$ cat src/hdl/smqf_pkg.sv
package smqf_pkg;

  localparam int MAX_PATTERN_DEF = 256;
  localparam int MAX_TEXT_DEF    = 65536;
  localparam int TABLE_DEPTH     = 32768;
  localparam int HASH_W          = $clog2(TABLE_DEPTH);
  localparam int GRAM_LEN        = 4;
  localparam int WIN_BYTES       = 6;
  localparam int NUM_VARIANTS    = 13;
  localparam int CNT_W           = 17;

  localparam logic OP_PATTERN = 1'b0;
  localparam logic OP_TEXT    = 1'b1;

  localparam int WP = 0;
  localparam int WA = 1;
  localparam int WB = 2;
  localparam int WC = 3;
  localparam int WD = 4;
  localparam int WE = 5;

  typedef struct packed {
    logic       opcode;
    logic [7:0] symbol;
    logic       last;
  } in_item_t;

  typedef struct packed {
    logic [CNT_W-1:0] match_count;
    logic [CNT_W-1:0] check_count;
    logic             error_flag;
  } out_item_t;

  typedef logic [WIN_BYTES-1:0][7:0] win_t;

  typedef enum logic [3:0] {
    ST_IDLE,
    ST_CLEAR,
    ST_BPAT,
    ST_BGRD,
    ST_BGWR,
    ST_SWIN,
    ST_TRD,
    ST_TTBL,
    ST_TUPD,
    ST_ICHK,
    ST_SWCHK,
    ST_SWRD0,
    ST_SWRD1,
    ST_SWDEC,
    ST_FIN
  } state_t;

  typedef enum logic [3:0] {
    CMD_NONE,
    CMD_LOAD,
    CMD_CLEAR,
    CMD_PAT_WIN,
    CMD_GRAM_RD,
    CMD_GRAM_WR,
    CMD_WIN,
    CMD_TXT_GRAM,
    CMD_TBL_RD,
    CMD_UPDATE,
    CMD_INNER,
    CMD_SW_CHECK,
    CMD_SW_RD0,
    CMD_SW_RD1,
    CMD_SW_DEC,
    CMD_FINISH
  } cmd_t;

  typedef struct packed {
    logic start_build;
    logic start_search;
    logic search_bad;
    logic clr_done;
    logic win_done;
    logic gram_en;
    logic gram_last;
    logic build_more;
    logic win_ok;
    logic tg_done;
    logic do_swap;
    logic inner_ok;
    logic sw_more;
    logic sw_fail;
    logic out_free;
  } status_t;

  function automatic logic [HASH_W-1:0] gram_hash(logic [7:0] a, logic [7:0] b,
                                                  logic [7:0] c, logic [7:0] d);
    logic [HASH_W-1:0] ha, hb, hc, hd;
    ha = HASH_W'(a);
    hb = HASH_W'(b);
    hc = HASH_W'(c);
    hd = HASH_W'(d);
    return (ha << 6) + (hb << 4) + (hc << 2) + hd;
  endfunction

  function automatic logic [HASH_W-1:0] variant_hash(win_t w, logic [3:0] g);
    logic [HASH_W-1:0] h;
    case (g)
      4'd0:  h = gram_hash(w[WA], w[WB], w[WC], w[WD]);
      4'd1:  h = gram_hash(w[WB], w[WA], w[WC], w[WD]);
      4'd2:  h = gram_hash(w[WB], w[WA], w[WD], w[WC]);
      4'd3:  h = gram_hash(w[WA], w[WC], w[WB], w[WD]);
      4'd4:  h = gram_hash(w[WA], w[WB], w[WD], w[WC]);
      4'd5:  h = gram_hash(w[WP], w[WB], w[WC], w[WD]);
      4'd6:  h = gram_hash(w[WP], w[WC], w[WB], w[WD]);
      4'd7:  h = gram_hash(w[WP], w[WB], w[WD], w[WC]);
      4'd8:  h = gram_hash(w[WP], w[WB], w[WC], w[WE]);
      4'd9:  h = gram_hash(w[WP], w[WC], w[WB], w[WE]);
      4'd10: h = gram_hash(w[WA], w[WB], w[WC], w[WE]);
      4'd11: h = gram_hash(w[WB], w[WA], w[WC], w[WE]);
      4'd12: h = gram_hash(w[WA], w[WC], w[WB], w[WE]);
      default: h = gram_hash(w[WA], w[WB], w[WC], w[WD]);
    endcase
    return h;
  endfunction

  function automatic logic variant_en(logic [3:0] g, logic first_pos, logic more);
    logic en;
    case (g)
      4'd0, 4'd1, 4'd2, 4'd3, 4'd4: en = 1'b1;
      4'd5, 4'd6, 4'd7:             en = !first_pos;
      4'd8, 4'd9:                   en = !first_pos && more;
      4'd10, 4'd11, 4'd12:          en = more;
      default:                      en = 1'b0;
    endcase
    return en;
  endfunction

endpackage

$ cat src/hdl/smqf_ctrl.sv
module smqf_ctrl (
  input  logic              clk,
  input  logic              rst_n,
  input  logic              in_valid,
  input  smqf_pkg::status_t status,
  output logic              in_ready,
  output smqf_pkg::cmd_t    cmd
);
  import smqf_pkg::*;

  state_t state_r, state_nxt;

  always_ff @(posedge clk) begin
    if (!rst_n) begin
      state_r <= ST_IDLE;
    end else begin
      state_r <= state_nxt;
    end
  end

  always_comb begin
    state_nxt = state_r;
    case (state_r)
      ST_IDLE: begin
        if (in_valid && status.start_build) begin
          state_nxt = ST_CLEAR;
        end else if (in_valid && status.start_search) begin
          state_nxt = status.search_bad ? ST_FIN : ST_SWIN;
        end
      end
      ST_CLEAR: if (status.clr_done) state_nxt = ST_BPAT;
      ST_BPAT:  if (status.win_done) state_nxt = ST_BGRD;
      ST_BGRD: begin
        if (status.gram_en) begin
          state_nxt = ST_BGWR;
        end else if (status.gram_last) begin
          state_nxt = status.build_more ? ST_BPAT : ST_IDLE;
        end
      end
      ST_BGWR: begin
        if (status.gram_last) begin
          state_nxt = status.build_more ? ST_BPAT : ST_IDLE;
        end else begin
          state_nxt = ST_BGRD;
        end
      end
      ST_SWIN:  state_nxt = status.win_ok ? ST_TRD : ST_FIN;
      ST_TRD:   if (status.tg_done) state_nxt = ST_TTBL;
      ST_TTBL:  state_nxt = ST_TUPD;
      ST_TUPD:  state_nxt = status.do_swap ? ST_SWCHK : ST_ICHK;
      ST_ICHK:  state_nxt = status.inner_ok ? ST_TRD : ST_SWIN;
      ST_SWCHK: state_nxt = status.sw_more ? ST_SWRD0 : ST_ICHK;
      ST_SWRD0: state_nxt = ST_SWRD1;
      ST_SWRD1: state_nxt = ST_SWDEC;
      ST_SWDEC: state_nxt = status.sw_fail ? ST_ICHK : ST_SWCHK;
      ST_FIN:   if (status.out_free) state_nxt = ST_IDLE;
      default:  state_nxt = ST_IDLE;
    endcase
  end

  always_comb begin
    in_ready = 1'b0;
    cmd      = CMD_NONE;
    case (state_r)
      ST_IDLE: begin
        in_ready = 1'b1;
        cmd      = in_valid ? CMD_LOAD : CMD_NONE;
      end
      ST_CLEAR: cmd = CMD_CLEAR;
      ST_BPAT:  cmd = CMD_PAT_WIN;
      ST_BGRD:  cmd = CMD_GRAM_RD;
      ST_BGWR:  cmd = CMD_GRAM_WR;
      ST_SWIN:  cmd = CMD_WIN;
      ST_TRD:   cmd = CMD_TXT_GRAM;
      ST_TTBL:  cmd = CMD_TBL_RD;
      ST_TUPD:  cmd = CMD_UPDATE;
      ST_ICHK:  cmd = CMD_INNER;
      ST_SWCHK: cmd = CMD_SW_CHECK;
      ST_SWRD0: cmd = CMD_SW_RD0;
      ST_SWRD1: cmd = CMD_SW_RD1;
      ST_SWDEC: cmd = CMD_SW_DEC;
      ST_FIN:   cmd = status.out_free ? CMD_FINISH : CMD_NONE;
      default:  cmd = CMD_NONE;
    endcase
  end

endmodule

$ cat config.mk
export PLATFORM = sky130hd
export DESIGN_NAME = smqf_ctrl
export DESIGN_NICKNAME = d
export VERILOG_FILES = /design/src/hdl/smqf_pkg.sv /design/src/hdl/smqf_ctrl.sv
export SDC_FILE = /design/constraint.sdc
export NUM_CORES = 1
export LEC_CHECK = 0
export ABC_AREA = 1
export BUFFER_PORTS_ARGS = -buffer_cell sky130_fd_sc_hd__buf_2
export CAP_MARGIN = 20
export CORE_AREA = 3 3 40 42
export CTS_CLUSTER_DIAMETER = 150
export DETAILED_ROUTE_END_ITERATION = 12
export DIE_AREA = 0 0 43 45
export GPL_ROUTABILITY_DRIVEN = 0
export PLACE_DENSITY = 0.85
export SLEW_MARGIN = 25
export SYNTH_ARGS = -nofsm -noshare
export SYNTH_HDL_FRONTEND = slang
export SYNTH_SLANG_ARGS = --single-unit
$ cat constraint.sdc
create_clock -name clk -period 2.4 [get_ports clk]
set_input_delay 0.48 -clock clk [delete_from_list [all_inputs] [get_ports clk]]
set_output_delay 0.48 -clock clk [all_outputs]
set_load 0.02 [all_outputs]
==> results.sh <==
export IMPL_outcome="finished, final reports clean"
export IMPL_intPower_mw=0.352
export IMPL_synth_avg_cell_area_um2=5.07
export IMPL_whs_path_depth=3
export IMPL_finClkSkew_ns=0.00612
export IMPL_grt_overflow=0
export IMPL_reg_top3="state_r: 4 flops"
export IMPL_cts_tree="built"
export IMPL_drive_gt1_frac=0.261
export IMPL_largest_register="state_r"
export IMPL_num_vias=857
export IMPL_multi_input_area_um2=460
export IMPL_cp_required_ns=1.92
export IMPL_synth_warnings=0
export IMPL_worst_pin_slew_ns=0.330
export IMPL_yosysSeqAreaShare=0.135
export IMPL_switching_power_mw=0.498
export IMPL_grt_usage=0.203
export IMPL_first_pass_iters=4
export IMPL_ant_nets=0
export IMPL_crit_family="simple AND/OR/NAND/NOR gates"
export IMPL_ctsHoldBuffers=0
export IMPL_max_vdd_ir_drop_mv=0.611
export IMPL_synth_ff_latch_count=4
export IMPL_cts_sinks=4
export IMPL_finalCritPeriodShare=0.845
export IMPL_maxCapViolations=0
export IMPL_largest_register_ffs=4
export IMPL_pwr_share_comb=0.742
export IMPL_fin_util=0.579
export IMPL_cts_root_buf="clkbuf_4"
export IMPL_dpl_hpwl_um=1460
export IMPL_power_total_mw=0.850
export IMPL_final_setup_worst_slack_ns=0.372
export IMPL_sw_frac_of_total=0.586
export IMPL_drtIter0Drc=46
export IMPL_clock_path_buffers=2
export IMPL_via_per_inst=5.46
export IMPL_cts_resized=0
export IMPL_grt_use_met3=0.0159
export IMPL_crit_reg2reg_launch="state_r[2]"
export IMPL_core_mm2=0.00128
export IMPL_crit_start="state_r[1]"
export IMPL_fp_dieW_um=43
export IMPL_power_density_mw_per_mm2=1140
export IMPL_clk_insertion_delay_late_ns=0.24
export IMPL_final_nets=162
export IMPL_rr_endpoint="state_r[1]"
export IMPL_syn_area_um2=593
export IMPL_end_kind="primary output"
export IMPL_layout_min_cycle_time_ns=2.03
export IMPL_holdCritStartpoint="rst_n"
export IMPL_synthToLayoutAreaGrowth_pct=25.5
export IMPL_drc=0
export IMPL_hold_path_end="state_r[0]"
export IMPL_fillers=128
export IMPL_fmax_mhz=493
export IMPL_max_stage_delay_ns=0.46
export IMPL_syn_inst=117
export IMPL_dp_cells=154
export IMPL_yosysTopAreaCell="nand2_1"
export IMPL_grt_first_pass_wirelength_um=3110
export IMPL_synth_nets=135
export IMPL_cts_reportedPaths_clkPinSlew_ns=0.04
export IMPL_power_frac_seq=0.159
export IMPL_crit_path_max_fanout=8
export IMPL_io_buffers=22
export IMPL_fin_cells=157
export IMPL_finalHoldViolCount=0
export IMPL_num_antenna_cells=0
export IMPL_regToRegSetupSlack_ns=0.93
export IMPL_layout_common_cells="nand2_1, buf_2, nor2_1"
export IMPL_worstPathCellList="inv_2 -> nor2_4 -> nand3_1 -> nand2_1 -> nor2_1 -> nand4_1 -> buf_2"
export IMPL_cp_data_arrival_time_ns=1.55
export IMPL_row_count=13
export IMPL_boundaryPins=23
export IMPL_rsz0062_at_grt="no"
export IMPL_drv_slew=0
export IMPL_criticalPathCategory="flip-flop to primary output"
export IMPL_yosysUniqueCellTypes=17
export IMPL_cts_htree_levels=1
export IMPL_first_global_vias=758
export IMPL_pwr_share_clk=0.098
export IMPL_synth_top_cell_area_share=0.304
export IMPL_holdCritPathClass="input pin to flip-flop"
export IMPL_p_leak_nw=0.448
export IMPL_setup_viol=0
export IMPL_cts_setup_buffers=0
export IMPL_die_height_um=45
export IMPL_antenna_found_initial=0
export IMPL_preCtsSetupSlack_ns=0.656
export IMPL_crit_slowest_cell="dfxtp_1"
export IMPL_synthTopCellsByArea="nand2_1, dfxtp_1, nand3_1"
export IMPL_wl_um=1800
export IMPL_hold_slack_ns=0.522
export IMPL_start_util=0.462
export IMPL_final_area_um2=744
export IMPL_final_seq_area_um2=80.1
export IMPL_drt_wirelength_per_cell_um=11.5
export IMPL_critPathBufInv=2
export IMPL_r2r_cells=8
export IMPL_cts_buffers=3
export IMPL_grt_util_met1=0.279
export IMPL_placedInstanceArea_um2=722
export IMPL_tns_ns=0
export IMPL_grt_max_degree=9
export IMPL_cp_start_kind="flip-flop"
export IMPL_gr_max_usage_layer="met2"
export IMPL_final_common_cell="nand2_1"
export IMPL_grt_use_met2=0.353
export IMPL_max_slew_margin_rel=0.779
export IMPL_die_area_mm2=0.00194
==> synthesized netlist by cell type <==
cell,instances
a21oi_1,6
a21oi_2,1
dfxtp_1,4
inv_1,10
inv_2,4
nand2_1,48
nand3_1,11
nand3_2,1
nand3b_1,2
nand3b_2,1
nand4_1,5
nor2_1,14
nor2_2,4
nor2_4,1
o211ai_1,1
o21ai_0,3
o31ai_1,1
==> final cells by class <==
class,instances,share of cell area
Clock buffer,3,0.0303
Inverter,14,0.0706
Multi-Input combinational cell,99,0.618
Sequential cell,4,0.108
Tap cell,15,0.0252
Timing Repair Buffer,22,0.148
==> worst max-delay path by stage <==
stage | end | slack (ns) | cells after the start
finish | cmd[3] | 0.37 | 7
global route | cmd[3] | 0.30 | 7
CTS | cmd[3] | 0.40 | 7
detailed placement | cmd[3] | 0.66 | 7
global placement | cmd[3] | 0.67 | 7
floorplan | cmd[0] | 0.82 | 5
==> layer usage <==
metal / routed length, um / vias up / share of wire
met3: 190 / 2 / 0.11
met4: 12 / 0 / 0.0067
met5: 0 / - / 0
li1: - / 429 / -
met1: 757 / 365 / 0.42
met2: 843 / 61 / 0.47
==> power by group through the flow <==
stage	logic, mW	clock network, mW	registers (mW)
4_1_cts	0.618	0.0851	0.133
6_report	0.631	0.0837	0.135
3_5_place_dp	0.614	0	0.134
3_3_place_gp	0.606	0	0.131
5_1_grt	0.693	0.0872	0.139
2_1_floorplan	0.453	0	0.126
==> kinds of logic after synthesis <==
kind of cell    count (synthesis)  share of synthesized area
buf+inv                        14                     0.0886
flops                           4                      0.135
compound gates                 12                      0.116
simple gates                   87                      0.660
==> worst register-to-register path: stages (launching register included) <==
cell and delay [ns]:
dfxtp_1 0.44, inv_2 0.09, nor2_1 0.28, nand3_1 0.18
nand2_1 0.10, nor2_1 0.04, nand3_1 0.09, nand2_1 0.07
a21oi_1 0.12
(Power assumes the default switching activity.)
